`src/hdl/fcip_ram.sv`:
```
// ---------------------------------------------------------------------------
// fcip_ram
// simple dual-port ram, one write and one registered read port
// ---------------------------------------------------------------------------
module fcip_ram #(
  parameter int WIDTH = 8,
  parameter int DEPTH = 256
) (
  input  logic                     clk,
  input  logic                     wr_en,
  input  logic [$clog2(DEPTH)-1:0] wr_addr,
  input  logic [WIDTH-1:0]         wr_data,
  input  logic                     rd_en,
  input  logic [$clog2(DEPTH)-1:0] rd_addr,
  output logic [WIDTH-1:0]         rd_data
);

  logic [WIDTH-1:0] mem [DEPTH];

  always_ff @(posedge clk) begin
    if (wr_en) begin
      mem[wr_addr] <= wr_data;
    end
    if (rd_en) begin
      rd_data <= mem[rd_addr];
    end
  end

endmodule

```
`config.mk`:
```
export PLATFORM = sky130hd
export DESIGN_NAME = fcip_ram
export DESIGN_NICKNAME = d
export VERILOG_FILES = /design/src/hdl/fcip_ram.sv
export SDC_FILE = /design/constraint.sdc
export NUM_CORES = 2
export LEC_CHECK = 0
export BUFFER_PORTS_ARGS = -buffer_cell sky130_fd_sc_hd__buf_2
export CORE_ASPECT_RATIO = 1.75
export CORE_MARGIN = 4
export CORE_UTILIZATION = 45
export DETAILED_ROUTE_END_ITERATION = 10
export PLACE_DENSITY = 0.74
export SETUP_SLACK_MARGIN = 0.05
export SLEW_MARGIN = 30
export SYNTH_ARGS = -nofsm -noshare
export SYNTH_HDL_FRONTEND = slang
export SYNTH_SLANG_ARGS = --single-unit
```
`constraint.sdc`:
```
create_clock -name clk -period 2.14 [get_ports clk]
set_input_delay 0 -clock clk [delete_from_list [all_inputs] [get_ports clk]]
set_output_delay 0 -clock clk [all_outputs]
set_load 0.005 [all_outputs]
```
# ---- After elaboration in Yosys (flattened, before gate mapping)
# Memory sizes are Yosys's and may differ from the RTL's. A register that Yosys moved wholly into a read port is not among the register bits.
# Index checks and enable logic that the tools add are counted.
dict set report op_classes {
  muxes 2
}
# cell count
set ops {}
lappend ops {{$mux 1} 2}
dict set report word_totals {
  ff_bits 0
  elab_cells 3
  inputBits 27
  mem_bits_rw 2048
  output_inout_bits 8
  n_memories 1
}
# memory depth width read_ports rd_ports_with_merged_regs wr line_no
set mem_list {}
lappend mem_list {mem 256 8 1 1 1 18} ;# logic [WIDTH-1:0] mem [DEPTH];

# ---- Logic depth before layout (Yosys ltp)
dict set report depth {
  word_depth 2
  mapped_depth 11
  mapped_depth_nobuf 6
}

# ---- Worst setup path after synthesis
# OpenSTA, ideal clock, no wires.
dict set report synth_path {
  kind {in2reg}
  from {input port rd_addr[0]}
  to {register rd_data[2] (read register of mem), data pin}
  path_buffers 4
  t_arrival_ns 1.807
  setup_ns 0.269
  setup_slack_ns 0.064
  cell_stages 9
  required_ns 1.871
  cell_sequence {buf_6 > buf_12 > buf_8 > buf_2 > mux4_2 > a22oi_1 > a21oi_1 > nor4_1 > nor4_2}
}
# element line_no
set synth_rtl {}
lappend synth_rtl {{start: declaration} 14} ;# input logic [$clog2(DEPTH)-1:0] rd_addr,
lappend synth_rtl {{end: declaration} 15} ;# output logic [WIDTH-1:0] rd_data

==> results.json <==
{
  "status": "finished with violations",
  "violated_checks": "negative setup slack",
  "route.detailed.wl_per_inst_um": 29.7,
  "net_switching_mw": 16.6,
  "critPathMostFrequentCell": "mux4_2",
  "power_mw": 79.1,
  "post-dp-hpwl_mm": 137,
  "setup_slack_of_the_most_critical_reg_to_reg_path_ns": -0.29,
  "clock_tree_from_tritoncts": "yes",
  "initial_core_util": 0.452,
  "htreeDepth": 4,
  "antenna_found_initial": 12,
  "critical_path.max_fanout": 1,
  "report.final.slew_viol_count": 0,
  "hold_violations": 0,
  "cp_num_buf_inv": 0,
  "synth.distinct_cells": 54,
  "pre_cts_ws_ns": -1.17,
  "power_density_mw_per_mm2": 849,
  "critPathKind": "flip-flop to flip-flop",
  "comb_power_share": 0.059,
  "post_synth_inst_count": 3733,
  "setup_tns_final_ns": -1.73,
  "io_buffer_count": 34,
  "path_cells": "mux4_2, mux4_2, nor2b_4, nor4_4, nor4_2",
  "post_route_cells_drive_above_1_share": 0.321,
  "antenna_violating_nets_post_route": 0,
  "post-route-worst-setup-slack_ns": -0.292,
  "yosys.area_share.xor_xnor": 0,
  "cts_inserted_buffers": 168,
  "cts.clk_slew.worst_paths_ns": 0.07,
  "post-cts-setup-buffers": 0,
  "p_clk_frac": 0.379,
  "sw_frac_of_total": 0.210,
  "layout_worst_path_cycle_share": 1.14,
  "die_height_um": 565,
  "hold_class": "input port to flip-flop",
  "layoutNonFillerInstCount": 6881,
  "number_of_buffers_on_the_longest_clock_path": 4,
  "yosysWarningCount": 0,
  "finalWirelength_mm": 204,
  "start_kind": "flip-flop",
  "grt_first_pass_wirelength_mm": 297,
  "p_int_mw": 62.5,
  "max_slew_margin": 0.473,
  "synth.net_count": 3760,
  "layout_min_cycle_time_ns": 2.43,
  "fill_cells": 13050,
  "dr.first_iter.drc_count": 5257,
  "startpoint_of_the_most_critical_setup_path": "mem[83][7]",
  "hold_slack_ns": 0.0579,
  "cpMaxStageDelayCell": "nor4_4",
  "first_global_vias": 42753,
  "coreArea_sq_mm": 0.176,
  "grt_max_degree": 99,
  "fin_worst_skew_ns": 0.0583,
  "mapped_area_sq_mm": 0.0796,
  "timing.critical_path.max_delay_family": "multiplexers",
  "area_growth_pct": 16.9,
  "die-area_sq_mm": 0.184,
  "setup_violations": 8,
  "via_count": 41555,
  "worst_setup_path_end_kind": "flip-flop",
  "yosys.area_share.adder": 0,
  "max_freq_mhz": 411,
  "postSynth.topFlopCell": "edfxtp_1",
  "unrepaired_setup_endpoints_after_global_routing": "yes",
  "rr_endpoint": "rd_data[7]",
  "vias_per_cell": 6.04,
  "finalNetCount": 4407,
  "route.detailed.drc": 0,
  "placed_cells_incl_taps": 6566,
  "worst_pin_slew_ns": 0.788,
  "boundaryPins": 35,
  "synth-edff-count": 2056,
  "postSynthAreaPerCell_sq_um": 21.3,
  "pwr-share-seq": 0.562,
  "critical-path-max-stage-delay_ns": 0.56,
  "globalRouteTotalUtil": 0.220,
  "die_x_um": 326,
  "flops_latches_synth": 2056,
  "grt_remaining_overflow": 0,
  "crit_required_ns": 2.69,
  "muxShareOfSynthArea": 0.146,
  "worst_ep_arrival_time_ns": 2.99,
  "first_pass_iters": 5,
  "reg2reg_depth": 5,
  "vdd_drop_max_v": 0.000646,
  "synth_simple_gate_area_frac": 0.0263,
  "timing.critical_path.depth": 5,
  "clock-sinks": 2056,
  "synth.yosys.seq_area_share": 0.775,
  "maxCapViolations": 0,
  "async_reset_ff_frac": 0,
  "cts_root_buffer": "clkbuf_16",
  "placementRows": 204,
  "synth_top_family_by_area": "multiplexers",
  "p_leak_nw": 29.8,
  "r2r_start": "mem[83][7]",
  "finalWeightedCongestion": 0.893,
  "crit_path_end": "rd_data[7]",
  "synth_area_in_compound_gates": 0.0342,
  "insertion_delay_ns": 0.81
}
-- synthesized netlist by cell type, types with 28 or more instances --
master	n	area [sq um]
nor2b_1	31	194
buf_2	31	155
nand2_1	33	124
o22ai_1	28	175
mux2i_1	134	1340
a22oi_1	133	998
edfxtp_1	2056	61700
o221ai_1	46	403
nor2_1	282	1060
clkbuf_1	111	417
nand3_1	34	170
mux4_2	454	10200
a21oi_1	96	480
-- metal layers --
layer,vias to the layer above,routed length [um],share of wire,GRT usage
li1,16957,-,-,-
met1,21702,65900,0.32,0.249
met2,2278,109000,0.53,0.396
met3,610,15500,0.076,0.0336
met4,8,14200,0.070,0.130
met5,-,47,0.00023,0
-- worst min path at each step --
stage / end / startpoint / slack [ns] / depth (start not counted)
6_report: mem[181][5] / wr_addr[5] / 0.06 / 4
5_1_grt: mem[190][6] / wr_addr[5] / 0.06 / 4
4_1_cts: mem[181][3] / wr_addr[5] / 0.01 / 4
3_5_place_dp: rd_data[7] / rd_en / 0.39 / 1
3_3_place_gp: rd_data[7] / rd_en / 0.40 / 1
2_1_floorplan: mem[0][0] / wr_data[0] / 0.1 / 0
-- sequential cells by signal (all words and copies together), names as in the netlist --
register,count
rd_data,8
mem,2048
-- through the flow --
stage | area (sq um) | utilization
after floorplan | 79600 | -
after global placement | 87400 | 0.496
after detailed placement | 87400 | 0.496
after CTS | 93100 | 0.528
after global routing | 93100 | 0.528
final | 93100 | 0.528
-- power by group through the flow --
stage	combinational, mW	clock (mW)	sequential (mW)
after floorplan	2.16	0	45.3
after global placement	4.43	0	45.3
after detailed placement	4.52	0	45.3
after CTS	4.67	30.3	44.4
after global routing	4.90	31.9	44.4
final	4.69	30.0	44.4
-- cells in the final DEF (no fill, tap or decap), types with 23 or more instances in the layout --
cell       Yosys  routed
o22ai_1       28      28
clkbuf_16      0     171
clkinv_1       1      36
nand3_1       34      34
nor2_1       282     274
nor2b_1       31      25
clkbuf_1     111      24
buf_4         27     581
mux4_2       454     455
buf_12         8      76
nand2_1       33      33
clkinv_2       0      36
a21oi_1       96      96
buf_2         31      23
mux2i_1      134     134
edfxtp_1    2056    2056
o221ai_1      46      44
a22oi_1      133     132
-- kinds of logic (layout without fill, tap and decap cells) --
logic type / after synthesis / count (layout)
buf+inv: 235 / 1006
other cells: 0 / 8
simple gates: 466 / 466
mux: 591 / 591
flops: 2056 / 2056
compound gates: 385 / 385
-- tightest hold or removal path, cell delays in order --
cell     delay (ns)
buf_2          0.17
nand3_1        0.12
buf_4          0.25
nor2_1         0.12
-- what timing repair did --
action                     CTS  global route
resized for setup           54            12
hold buffers                17             0
pin swaps                   28            14
setup endpoints to repair    8             8
gates cloned                 0             0
hold endpoints to repair   905             0
-- area by class of cell --
type	instances	area, sq um	share of cell area
clock buffer	195	4370	0.0469
multi-input combinational	1442	16800	0.181
inverter	2	7.51	0.0000806
antenna	8	20.0	0.000215
sequential	2056	61700	0.663
clock inverter	99	827	0.00888
timing repair buffer	710	6340	0.0681
tap	2369	2960	0.0318
Power figures use the tool's default switching activity.
